$ cat src/gmj_pkg.sv
`timescale 1ns / 1ps
`default_nettype none

package gmj_pkg;

  localparam int MAX_COLS  = 64;
  localparam int MAX_ROWS  = 64;
  localparam int COORD_W   = 32;
  localparam int FRAC_BITS = 16;

  localparam int IDX_W   = 6;
  localparam int DIM_W   = 7;
  localparam int COL_W   = $clog2(MAX_COLS);
  localparam int ROW_W   = $clog2(MAX_ROWS);
  localparam int ADDR_W  = COL_W + ROW_W;
  localparam int DEPTH   = MAX_COLS * MAX_ROWS;

  // doubled derivative, product of two of them, divider numerator
  localparam int D_W     = COORD_W + 4;
  localparam int P_W     = 2 * D_W;
  localparam int NUM_W   = D_W + 2 * FRAC_BITS + 2;
  localparam int PART_W  = D_W / 2;
  localparam int HI_W    = D_W - PART_W;

  localparam int IN_DATA_W  = 80;
  localparam int OUT_DATA_W = 168;
  localparam int N_RES      = 5;

  typedef enum logic [0:0] {
    REG_GRID_COLS = 1'b0,
    REG_GRID_ROWS = 1'b1
  } reg_index_t;

  typedef enum logic [0:0] {
    FN_LOAD    = 1'b0,
    FN_COMPUTE = 1'b1
  } func_t;

  typedef enum logic [1:0] {
    ST_OK       = 2'd0,
    ST_ZERO_DET = 2'd1,
    ST_RANGE    = 2'd2,
    ST_SAT      = 2'd3
  } status_t;

  typedef enum logic [2:0] {
    S_IDLE,
    S_READ,
    S_MUL,
    S_CHECK,
    S_DIV_START,
    S_DIV_WAIT,
    S_DONE
  } state_t;

  typedef enum logic [1:0] {
    EK_LOW,
    EK_HIGH,
    EK_MID
  } edge_kind_t;

  typedef struct packed {
    logic signed [2:0] off;
    logic signed [3:0] coef;
  } tap_t;

  typedef struct packed {
    logic               done;
    logic               sat;
    logic [COORD_W-1:0] quot;
  } div_res_t;

  // three-point stencil taps; derivative is held doubled
  function automatic tap_t tap_sel(edge_kind_t k, logic [1:0] t);
    tap_t r;
    r.off  = 3'sd0;
    r.coef = 4'sd0;
    case (k)
      EK_LOW: begin
        case (t)
          2'd0: begin r.off = 3'sd0; r.coef = -4'sd3; end
          2'd1: begin r.off = 3'sd1; r.coef = 4'sd4; end
          default: begin r.off = 3'sd2; r.coef = -4'sd1; end
        endcase
      end
      EK_HIGH: begin
        case (t)
          2'd0: begin r.off = 3'sd0; r.coef = 4'sd3; end
          2'd1: begin r.off = -3'sd1; r.coef = -4'sd4; end
          default: begin r.off = -3'sd2; r.coef = 4'sd1; end
        endcase
      end
      default: begin
        case (t)
          2'd0: begin r.off = 3'sd0; r.coef = 4'sd0; end
          2'd1: begin r.off = 3'sd1; r.coef = 4'sd1; end
          default: begin r.off = -3'sd1; r.coef = -4'sd1; end
        endcase
      end
    endcase
    return r;
  endfunction

endpackage

`default_nettype wire

$ cat src/gmj_div.sv
`timescale 1ns / 1ps
`default_nettype none

module gmj_div (
  input  wire logic                           clk,
  input  wire logic                           rst,
  input  wire logic                           start,
  input  wire logic signed [gmj_pkg::NUM_W-1:0] num,
  input  wire logic signed [gmj_pkg::P_W-1:0]   den,
  output gmj_pkg::div_res_t                   res
);
  import gmj_pkg::*;

  localparam int CNT_W = $clog2(NUM_W);
  localparam logic [NUM_W-1:0] LIMIT = NUM_W'(1) << (COORD_W - 1);

  logic               busy;
  logic               fin;
  logic [CNT_W-1:0]   cnt;
  logic [NUM_W-1:0]   nmag;
  logic [P_W-1:0]     dmag;
  logic [P_W-1:0]     rem;
  logic [NUM_W-1:0]   q;
  logic               neg;

  logic [P_W:0]       rem_sh;
  logic [P_W:0]       rem_diff;
  logic               ge;
  logic [NUM_W-1:0]   q_neg;

  assign rem_sh   = {rem, nmag[NUM_W-1]};
  assign rem_diff = rem_sh - {1'b0, dmag};
  assign ge       = rem_sh >= {1'b0, dmag};
  assign q_neg    = ~q + NUM_W'(1);

  always_ff @(posedge clk) begin
    if (rst) begin
      busy <= 1'b0;
      fin  <= 1'b0;
      cnt  <= '0;
    end else begin
      fin <= 1'b0;
      if (start) begin
        busy <= 1'b1;
        cnt  <= '0;
      end else if (busy) begin
        cnt <= cnt + CNT_W'(1);
        if (cnt == CNT_W'(NUM_W - 1)) begin
          busy <= 1'b0;
          fin  <= 1'b1;
        end
      end
    end
  end

  // restoring divide on magnitudes, one quotient bit a cycle
  always_ff @(posedge clk) begin
    if (start) begin
      nmag <= num[NUM_W-1] ? NUM_W'(-num) : NUM_W'(num);
      dmag <= den[P_W-1] ? P_W'(-den) : P_W'(den);
      neg  <= num[NUM_W-1] ^ den[P_W-1];
      rem  <= '0;
      q    <= '0;
    end else if (busy) begin
      rem  <= ge ? rem_diff[P_W-1:0] : rem_sh[P_W-1:0];
      q    <= {q[NUM_W-2:0], ge};
      nmag <= {nmag[NUM_W-2:0], 1'b0};
    end
  end

  always_comb begin
    res.done = fin;
    res.sat  = 1'b0;
    if (neg) begin
      if (q > LIMIT) begin
        res.sat  = 1'b1;
        res.quot = LIMIT[COORD_W-1:0];
      end else begin
        res.quot = q_neg[COORD_W-1:0];
      end
    end else begin
      if (q >= LIMIT) begin
        res.sat  = 1'b1;
        res.quot = {1'b0, {(COORD_W-1){1'b1}}};
      end else begin
        res.quot = q[COORD_W-1:0];
      end
    end
  end

endmodule

`default_nettype wire

$ cat config.mk
export PLATFORM = sky130hd
export DESIGN_NAME = gmj_div
export DESIGN_NICKNAME = d
export VERILOG_FILES = /design/src/gmj_pkg.sv /design/src/gmj_div.sv
export SDC_FILE = /design/constraint.sdc
export NUM_CORES = 1
export LEC_CHECK = 0
export BUFFER_PORTS_ARGS = -buffer_cell sky130_fd_sc_hd__buf_4
export CAP_MARGIN = 0
export CORE_MARGIN = 5
export CORE_UTILIZATION = 55
export DETAILED_ROUTE_END_ITERATION = 8
export GPL_TIMING_DRIVEN = 0
export PLACE_DENSITY = 0.76
export SETUP_SLACK_MARGIN = 0.3
export SYNTH_ARGS = -nofsm -noshare
export SYNTH_HDL_FRONTEND = slang
export SYNTH_SLANG_ARGS = --single-unit
$ cat constraint.sdc
create_clock -name clk -period 4.4 [get_ports clk]
set_input_delay 0.88 -clock clk [delete_from_list [all_inputs] [get_ports clk]]
set_output_delay 0.88 -clock clk [all_outputs]
set_load 0.01 [all_outputs]
* Yosys cells after proc, flatten, opt, wreduce, memory -nomap -nowiden *
Index checks and enable logic that the tools add are counted.
Widths: inputs -> output; s select.

word-level totals
  bits in registers = 294
  latch bits = 0
  memory bits (writable) = 0
  bits in read-only memories = 0
  input bits = 145
  output and inout port bits = 34
  word-level logic and storage cells = 38
  memories = 0

operators by class
  add/subtract/negate cells = 5
  $mul = 0
  div/mod/pow operators = 0
  order comparisons = 3
  equal/unequal tests = 1
  shift operators = 0
  mux-type cells = 14
  bitwise gates (word level) = 3
  reductions and logical operators = 3

operators with widths
  kind                   number
  $mux 70                3
  $ge 73x72->1           1
  $mux 72                1
  $neg 72->72            1
  $sub 72x72->72         1
  $mux 71                1
  $ge 70x32->1 const B   1
  $gt 70x32->1 const B   1
  $neg 70->70            1
  $mux 32                2
  $mux 33                1
  $add 32x1->32 const B  1
  $not 32->32            1
  $add 7x1->7 const B    1
  $eq 7x7->1 const B     1
  $mux 1                 6
  $reduce_or 3->1        1
  $reduce_bool 2->1      1
  $reduce_or 2->1        1
  $not 1->1              1
  $xor 1x1->1            1

* Longest topological paths before layout *
  depth after elaboration = 4
  depth in mapped cells = 17
  depth with buffers taken out = 14

* Least setup slack after synthesis *
OpenSTA, ideal clock, no wires.

  path kind = input to register
  start point = input port num[8] (netlist bit)
  end point = register nmag[67] (data pin)
  library setup time = 0.270 ns
  arrival time = 4.539 ns
  data required time = 4.130 ns
  slack = -0.409 ns
  stages = 12
  path buffers = 2
  path through = or4_1 -> or3_4 -> or4_1 -> buf_2 -> or4_4 -> or2_4 -> or4_4 -> buf_6 -> or4_4 -> o41ai_2 -> xor2_1 -> a21oi_1

on the way
  longest elaborated chain between the ends = 3

ends and longest elaborated chain
  item                  line           source
  start, declared       gmj_div.sv:8   input wire logic signed [gmj_pkg::NUM_W-1:0] num,
  $neg 70->70           gmj_div.sv:59  nmag <= num[NUM_W-1] ? NUM_W'(-num) : NUM_W'(num);
  $mux 70               gmj_div.sv:59
  $mux 70               gmj_div.sv:58  if (start) begin
  end signal, assigned  gmj_div.sv:59
  end signal, assigned  gmj_div.sv:67  nmag <= {nmag[NUM_W-2:0], 1'b0};
  end, declared         gmj_div.sv:20  logic [NUM_W-1:0] nmag;

No other way between the ends.
A chain may end at the register's enable or synchronous reset.

==> results.tsv <==
metric	value	unit
met1_usage	38.3	%
netlist_area	19500	um^2
p_leak	0.0100	uW
required	3520	ps
p_total	8240	uW
status	finished with violations	
synth-main-ff-cell	dfxtp_1	
ioPinCount	179	
cts_max_level	2	
cts_tree	built	
use_met3	5.20	%
slew_headroom	24.9	%
grt_max_degree	76	
ys_ff_latch	294	
cts_made_buffers	34	
synthArstFlopShare	0	%
final_area	24300	um^2
core_area	35300	um^2
grt_use_met2	47.0	%
drcViolationCount	0	
hp-class	reg2reg	
drv_cap	0	
postRouteAntennaNets	0	
violations	setup timing	
critPathKind	reg2out	
drtIter0Drc	1502	
grt_pass1_vias	17800	
drive_above_1_share	18.3	%
port_buffers	177	
fin_skew	14.9	ps
grt_overflow	0	
irDropWorstVdd	0.368	mV
tightest_slew	1130	ps
fin_setup_tns	-7160	ps
dr.pass1.iters	6	
hpwl	41800	um
cts_sinks	294	
worst_slack	-621	ps
avgViaCountPerCell	6.20	
avgRoutedWirePerCell	20.3	um
grt_pass1_wl	92400	um
top_usage_layer	met2	
final_cell_count_no_fill	3001	
fin_crit_sh	114	%
antenna_found_initial	0	
cts-hold-fix-buffers	0	
worst-path-max-fanout	7	
hold_violations	0	
clockBufferDepth	3	
netlist_instances	2252	
synth_warnings	0	
syn-num-nets	2475	
track_usage	28.7	%
crit_path_start_kind	flip-flop	
worstSkewPairLatency	530	ps
synth_area_per_cell	8.67	um^2
wirelength	60800	um
layout_common_cells	nor2_1 (264), buf_4 (191), a21oi_1 (159), nand2_1 (156), edfxtp_1 (143)	
cp-end-kind	primary output	
finalSetupViolCount	33	
fin_nets	2738	
place.gp.congestion	1.03	
r2r_cells	16	
clk_pin_slew_worst_paths	70	ps
rsz0062_at_grt	true	
slew_viol_final	0	
p_per_area	339	nW/um^2
final_common_cell	nor2_1	
min_path_cells	2	
ys_types	66	
slowest_delay	440	ps
initial_utilization	55.3	%
cp_cell_sequence	nor3_2, nand4_1, or3_4, or3_4, or3_4, or3_4, or3_4, or3_4, nor3_4, xor2_1, a21boi_2, buf_4	
cp_data_arrival_time	4140	ps
fin_crit	5020	ps
clock.fmax	199	MHz
place_area	21500	um^2
num_vias	18600	
ys_seq_area_share	37.5	%
place_inst	2891	
die_height	198	um
worst_path_most_repeated_cell	or3_4	
areaGrowthSynthToFinish	24.4	%
design.die.area	39400	um^2
die_w	198	um
synth_edf_count	143	
cts-root-buf	clkbuf_16	
crit_path_top_delay_cell	dfxtp_1	
core.rowCount	69	
-- critical path: cells and delay by family, from the launching register on --
kind | cells | cell delay [ps]
simple gates | 9 | 2720
compound gates | 1 | 80
buf+inv | 1 | 150
xor+xnor | 1 | 210
flops | 1 | 440
-- final timing paths --
kind | start | endpoint | slack [ps]
setup / recovery | q[12]$_SDFFE_PP0P_ | res[31] | -620
hold / removal | rem[71]$_SDFFE_PP0P_ | rem[71]$_SDFFE_PP0P_ | 500
setup reg to reg | dmag[16]$_DFFE_PP_ | rem[51]$_SDFFE_PP0P_ | 540
hold reg to reg | rem[71]$_SDFFE_PP0P_ | rem[71]$_SDFFE_PP0P_ | 500
-- cell usage after synthesis (all sizes together) (24+ instances only) --
library cell / n / area share, %
or3: 40 / 1.3
a21oi: 163 / 4.2
or4: 31 / 1.3
a211oi: 67 / 2.6
nand4: 40 / 1.3
xnor2: 106 / 4.8
nand3: 25 / 0.64
dfxtp: 151 / 15
xor2: 102 / 4.6
o31ai: 51 / 2.0
ha: 77 / 4.9
o311ai: 26 / 1.2
edfxtp: 143 / 22
mux2i: 128 / 6.6
nor3: 38 / 0.97
o41ai: 24 / 1.1
o21ai: 130 / 3.3
nand2: 177 / 3.4
inv: 117 / 2.2
nor2: 268 / 5.2
a21o: 32 / 1.2
clkbuf: 103 / 2.0
-- cell families (layout without fill, tap and decap cells) --
group	count (synthesis)	in the layout	synth area share [%]
AND/OR/NAND/NOR	708	709	17.0
AO/OA/AOI/OAI	583	583	19.2
flip-flops	294	294	37.5
buffers and inverters	241	527	4.70
XOR/XNOR	208	208	9.33
multiplexers	140	140	7.25
adder cells (fa/ha/maj)	78	78	5.04
other	0	1	0
-- registers in the layout (all words and copies together), names as in the netlist --
register  flops
dmag         72
rem          72
nmag         70
q            70
cnt           7
busy          1
fin           1
neg           1
-- metrics by stage --
stage	setup WS [ps]	hold WS, ps	utilization, %
3_5_place_dp	-732	482	60.9
6_report	-621	498	68.8
5_1_grt	-725	520	68.8
3_3_place_gp	-736	460	60.8
2_1_floorplan	-407	439	-
4_1_cts	-445	492	67.2
-- what timing repair did --
item | CTS | global route
endpoints found under the setup margin | 124 | 124
gates cloned | 4 | 1
pin swaps | 33 | 35
gates resized for setup | 167 | 114
buffers inserted | 34 | 10
-- final cells by class --
cell class,instances,area (um^2)
fillers,2719,11000
diodes,1,2.50
repair buffers,226,1870
plain buffers,124,598
clock buffers,48,1030
flip-flops and latches,294,7340
inverters,117,444
clock inverters,12,156
well taps,461,577
multi-input cells,1718,12300
-- report_power, final --
part / switching (uW) / internal, uW
Clock: 1160 / 1820
Sequential: 87.3 / 3100
Combinational: 1240 / 821
-- per-layer routing --
layer  wire (um)  share of wire, %  vias to the layer above
met2       28700                47                      821
met5           0                 0                        -
met4        2380               3.9                        0
li1            -                 -                     8739
met1       25000                41                     8865
met3        4650               7.7                      179
Power figures use the tool's default switching activity.
